## src/rtl/rvx_pkg.sv

```systemverilog
// rvx_pkg: shared types, encodings and sizes of the instruction executor
// no dependencies; imported by every module of the block
`timescale 1ns / 1ps

package rvx_pkg;

  localparam int unsigned XLEN       = 32;
  localparam int unsigned NREGS      = 32;
  localparam int unsigned RIDX_W     = $clog2(NREGS);
  localparam int unsigned DATA_BYTES = 1024;
  localparam int unsigned DADDR_W    = $clog2(DATA_BYTES);
  localparam int unsigned LANES      = 4;
  localparam int unsigned LANE_W     = $clog2(LANES);
  localparam int unsigned ROW_W      = DADDR_W - LANE_W;
  localparam int unsigned ROWS       = DATA_BYTES / LANES;

  typedef enum logic [1:0] {
    OP_EXEC    = 2'd0,
    OP_WR_BYTE = 2'd1,
    OP_RD_BYTE = 2'd2,
    OP_RD_REG  = 2'd3
  } rvx_op_e;

  localparam logic [6:0] OPC_ALU    = 7'h33;
  localparam logic [6:0] OPC_ALUI   = 7'h13;
  localparam logic [6:0] OPC_LOAD   = 7'h03;
  localparam logic [6:0] OPC_JAL    = 7'h6F;
  localparam logic [6:0] OPC_BRANCH = 7'h63;
  localparam logic [6:0] OPC_STORE  = 7'h23;
  localparam logic [6:0] OPC_HALT   = 7'h7F;

  localparam logic [2:0] F3_ADD = 3'd0;
  localparam logic [2:0] F3_XOR = 3'd4;
  localparam logic [2:0] F3_OR  = 3'd6;
  localparam logic [2:0] F3_AND = 3'd7;
  localparam logic [2:0] F3_BEQ = 3'd0;
  localparam logic [2:0] F3_BNE = 3'd1;
  localparam logic [2:0] F3_SW  = 3'd2;
  localparam logic [6:0] F7_SUB = 7'h20;

  // one input word, unpacked
  typedef struct packed {
    rvx_op_e             op;
    logic [XLEN-1:0]     instr;
    logic [DADDR_W-1:0]  baddr;
    logic [7:0]          bval;
    logic [RIDX_W-1:0]   ridx;
  } rvx_item_t;

  // data memory request, byte or big-endian word
  typedef struct packed {
    logic                en;
    logic                wr;
    logic                word;
    logic [DADDR_W-1:0]  addr;
    logic [XLEN-1:0]     wdata;
  } rvx_dreq_t;

  // execute stage result
  typedef struct packed {
    logic [XLEN-1:0]     npc;
    logic                halt;
    logic                wr;
    logic [RIDX_W-1:0]   rd;
    logic [XLEN-1:0]     res;
    logic                load;
  } rvx_xres_t;

endpackage

```

## src/rtl/rvx_exec.sv

```systemverilog
// rvx_exec: decode and execute of one word: alu, branch, jump, address generation
// depends on rvx_pkg; purely combinational, state lives in the top level
`timescale 1ns / 1ps

module rvx_exec (
  input  rvx_pkg::rvx_item_t       item_i,
  input  logic [rvx_pkg::XLEN-1:0] opa_i,
  input  logic [rvx_pkg::XLEN-1:0] opb_i,
  input  logic [rvx_pkg::XLEN-1:0] pc_i,
  input  logic                     halt_i,
  output rvx_pkg::rvx_xres_t       xres_o,
  output rvx_pkg::rvx_dreq_t       dreq_o
);
  import rvx_pkg::*;

  logic [6:0]      opc, f7;
  logic [2:0]      f3;
  logic [XLEN-1:0] immi, imms, immb, immj;
  logic [XLEN-1:0] alu_b, alu_res, pc4, ea;
  logic            sub, alu_ok;

  always_comb begin
    opc  = item_i.instr[6:0];
    f3   = item_i.instr[14:12];
    f7   = item_i.instr[31:25];
    immi = {{20{item_i.instr[31]}}, item_i.instr[31:20]};
    imms = {{20{item_i.instr[31]}}, item_i.instr[31:25], item_i.instr[11:7]};
    immb = {{19{item_i.instr[31]}}, item_i.instr[31], item_i.instr[7],
            item_i.instr[30:25], item_i.instr[11:8], 1'b0};
    immj = {{11{item_i.instr[31]}}, item_i.instr[31], item_i.instr[19:12],
            item_i.instr[20], item_i.instr[30:21], 1'b0};

    alu_b  = (opc == OPC_ALU) ? opb_i : immi;
    sub    = (opc == OPC_ALU) && (f3 == F3_ADD) && (f7 == F7_SUB);
    alu_ok = 1'b1;
    case (f3)
      F3_ADD:  alu_res = sub ? (opa_i - alu_b) : (opa_i + alu_b);
      F3_XOR:  alu_res = opa_i ^ alu_b;
      F3_OR:   alu_res = opa_i | alu_b;
      F3_AND:  alu_res = opa_i & alu_b;
      default: begin
        alu_res = '0;
        alu_ok  = 1'b0;
      end
    endcase

    pc4 = pc_i + XLEN'(4);
    ea  = opa_i + ((opc == OPC_STORE) ? imms : immi);

    xres_o.npc  = pc_i;
    xres_o.halt = halt_i;
    xres_o.wr   = 1'b0;
    xres_o.rd   = item_i.instr[11:7];
    xres_o.res  = alu_res;
    xres_o.load = 1'b0;

    dreq_o.en    = 1'b0;
    dreq_o.wr    = 1'b0;
    dreq_o.word  = 1'b0;
    dreq_o.addr  = item_i.baddr;
    dreq_o.wdata = {24'h0, item_i.bval};

    case (item_i.op)
      OP_WR_BYTE: begin
        dreq_o.en = 1'b1;
        dreq_o.wr = 1'b1;
      end
      OP_RD_BYTE: begin
        dreq_o.en = 1'b1;
      end
      OP_EXEC: begin
        // a halted core ignores further instructions
        if (!halt_i) begin
          xres_o.npc = pc4;
          case (opc)
            OPC_ALU, OPC_ALUI: xres_o.wr = alu_ok;
            OPC_LOAD: begin
              xres_o.wr   = 1'b1;
              xres_o.load = 1'b1;
              dreq_o.en   = 1'b1;
              dreq_o.word = 1'b1;
              dreq_o.addr = ea[DADDR_W-1:0];
            end
            OPC_STORE: begin
              if (f3 == F3_SW) begin
                dreq_o.en    = 1'b1;
                dreq_o.wr    = 1'b1;
                dreq_o.word  = 1'b1;
                dreq_o.addr  = ea[DADDR_W-1:0];
                dreq_o.wdata = opb_i;
              end
            end
            OPC_BRANCH: begin
              if (((f3 == F3_BEQ) && (opa_i == opb_i)) ||
                  ((f3 == F3_BNE) && (opa_i != opb_i))) begin
                xres_o.npc = pc_i + immb;
              end
            end
            OPC_JAL: begin
              xres_o.wr  = 1'b1;
              xres_o.res = pc4;
              xres_o.npc = pc_i + immj;
            end
            OPC_HALT: begin
              xres_o.halt = 1'b1;
              xres_o.npc  = pc_i;
            end
            default: ;
          endcase
        end
      end
      default: ;
    endcase

    // register zero is never written
    if (xres_o.rd == '0) begin
      xres_o.wr = 1'b0;
    end
    if (!xres_o.wr) begin
      xres_o.rd = '0;
    end
  end

endmodule

```

## config.mk

```make
export PLATFORM = sky130hd
export DESIGN_NAME = rvx_exec
export DESIGN_NICKNAME = d
export VERILOG_FILES = /design/src/rtl/rvx_pkg.sv /design/src/rtl/rvx_exec.sv
export SDC_FILE = /design/constraint.sdc
export NUM_CORES = 1
export LEC_CHECK = 0
export ABC_AREA = 1
export BUFFER_PORTS_ARGS = -buffer_cell sky130_fd_sc_hd__buf_2
export CAP_MARGIN = 20
export CORE_MARGIN = 2
export CORE_UTILIZATION = 50
export DETAILED_ROUTE_END_ITERATION = 7
export PLACE_DENSITY = 0.86
export RECOVER_POWER = 50
export SLEW_MARGIN = 20
export SYNTH_ARGS = -nofsm -noshare
export SYNTH_HDL_FRONTEND = slang
export SYNTH_SLANG_ARGS = --single-unit
```

## constraint.sdc

```tcl
create_clock -name vclk -period 3.9
set_clock_uncertainty 0.05 [all_clocks]
set_input_delay 0 -clock vclk [all_inputs]
set_output_delay 0 -clock vclk [all_outputs]
set_load 0.01 [all_outputs]
```

==> results.tsv <==
metric	value	unit
outcome	finished clean	
postRouteAntennaNets	0	
post-route-cell-area	13490	µm²
syn_area	11390	µm²
rsz0062_at_grt	true	
via_per_inst	5.883	
yosysTopAreaCellShare	20.77	%
yosysWarningCount	0	
crit_fanout	13	
crit_type	in -> out	
dieArea	24000	µm²
dr.pass1.iters	6	
whs_path_depth	2	
grt_overflow	0	
min_period	3770	ps
hold_class	in -> out	
worst_path_most_repeated_cell	nand2_1	
port_buffers	266	
start_util	50.60	%
yosysTopAreaCell	nand2_1	
worstMarginPinSlew	1367	ps
grt_use_met1	53.45	%
startpoint_type	primary input	
power_leakage	7.484	nW
layout_commonest_cell	nand2_1	
synth.lib_cells_used.distinct	49	
post-route-period-util	96.68	%
seqCellArea	0	µm²
grt_pass1_vias	14928	
die_w	154.9	µm
final_cell_mix	623 x nand2_1, 298 x inv_1, 265 x buf_2, 225 x nor2_1, 169 x o21ai_0	
grt_max_degree	41	
die_y	154.9	µm
gp_congestion	1.109	
crit_buf_inv	6	
drive_gt1_share	17.45	%
setup_slack	129.6	ps
relSlewSlack	8.887	%
cp.required	3850	ps
vdd_drop_max	0.00006908	V
place_hpwl	43.91	mm
utilization	59.94	%
setup_viol_count_final	0	
timing.fmax	265.2	MHz
hold_viol_final	0	
syn-mean-instance-area	5.213	µm²
end_kind	output pin	
place_area	13230	µm²
antenna_found_initial	1	
ys_top_cells_by_area	nand2_1 21%, ha_1 17%, inv_1 9.9%	
clkbuf_count	0	
holdBufCountCts	0	
grt_pass1_wl	78.29	mm
syn_to_final_growth	18.47	%
cpMaxStageDelayCell	o21ai_0	
cap_violations	0	
wl_per_cell	18.96	µm
syn-instance-count	2184	
seq_cell_count	0	
wl	52.02	mm
layout.nets	2769	
powerDensity	124.2	nW/µm²
yosysSeqAreaShare	0	%
hold_path_startpoint	pc_i[0]	
grt.total_usage	40.94	%
drc	0	
place_ws	-111.7	ps
grt-busiest-layer	met2	
grtUsageMet2	66.86	%
grt.met3_usage	6.490	%
arrival	3720	ps
cp_slowest_stage_delay	380	ps
row_count	55	
drt-initial-drc-count	1769	
cp_top_family	simple AND/OR/NAND/NOR gates	
maxSlewViolCount	0	
syn_nets	2493	
min_to	xres_o[40]	
dr_total_vias	16142	
coreArea	22500	µm²
cp.depth	26	
ios	271	
==> cell usage after synthesis, drive strengths merged (3+ instances only) <==
cell     number
clkinv        5
fa            4
o22ai         7
o21ai       205
o21a          9
or2          23
clkbuf       35
a31oi         6
o2111ai       9
a221oi       14
a21boi        7
a22o          3
a211oi        3
a21oi       142
buf          13
xnor2        15
inv         303
o21bai        8
nand3       140
o211ai       10
xor2         57
ha          151
nor2        252
nor4         10
nor3         37
nand3b        6
nand2       647
a21o         15
nand4        40
==> cell type report <==
cell class         count  area, µm²
repair buffers       322       1768
fillers             2414       9014
multi-input cells   1828      10200
well taps            285      356.6
inverters            308       1157
diodes                 1      2.502
==> report_power, final <==
group,total [mW],leakage [nW],internal (mW),switching [mW]
registers,0,0,0,0
clock network,0.0000000343,0.00000634,0.0000000343,0
logic,1.68,7.48,0.570,1.11
total,1.68,7.48,0.570,1.11
==> kinds of logic (layout without fill, tap and decap cells) <==
logic type	count (synthesis)	count (layout)	share of synthesized area, %
AOI/OAI and AO/OA	443	443	21.98
xor gates and xnor gates	72	72	5.539
adders and majority gates	155	155	17.30
buffers and inverters	356	630	12.19
muxes	1	1	0.08792
other	0	1	0
and+or+nand+nor	1157	1157	42.91
==> stage by stage <==
step                      hold slack, ps  cells  setup TNS, ps  power, mW
after CTS                          173.4   2733              0      1.584
after detailed placement           173.4   2733         -416.7      1.575
final                              184.6   2744              0      1.675
after global routing               196.4   2744         -620.3      1.831
after global placement             172.4   2733         -51.38      1.551
after floorplan                    37.02   2184              0     0.9997
==> how the worst max path moves through the flow <==
stage | endpoint | slack [ps] | startpoint
floorplan | xres_o[20] | 770 | item_i[24]
global placement | xres_o[30] | -40 | item_i[25]
detailed placement | xres_o[30] | -110 | item_i[25]
CTS | xres_o[31] | 4 | item_i[24]
global route | xres_o[28] | -90 | item_i[26]
finish | xres_o[27] | 130 | item_i[25]
==> what timing repair did <==
| item | 4_1_cts | 5_1_grt |
|---|---|---|
| buffers inserted | 0 | 10 |
| resized for setup | 2 | 76 |
| setup endpoints to repair | 6 | 24 |
| pin swaps | 0 | 15 |
==> routing by layer <==
layer / wire length, µm / part of all wire, % / vias up
li1: - / - / 7747
met1: 20950 / 40 / 7326
met2: 22950 / 44 / 917
met3: 5403 / 10 / 152
met4: 2710 / 5.2 / 0
met5: 0 / 0 / -
Power figures use the tool's default switching activity.
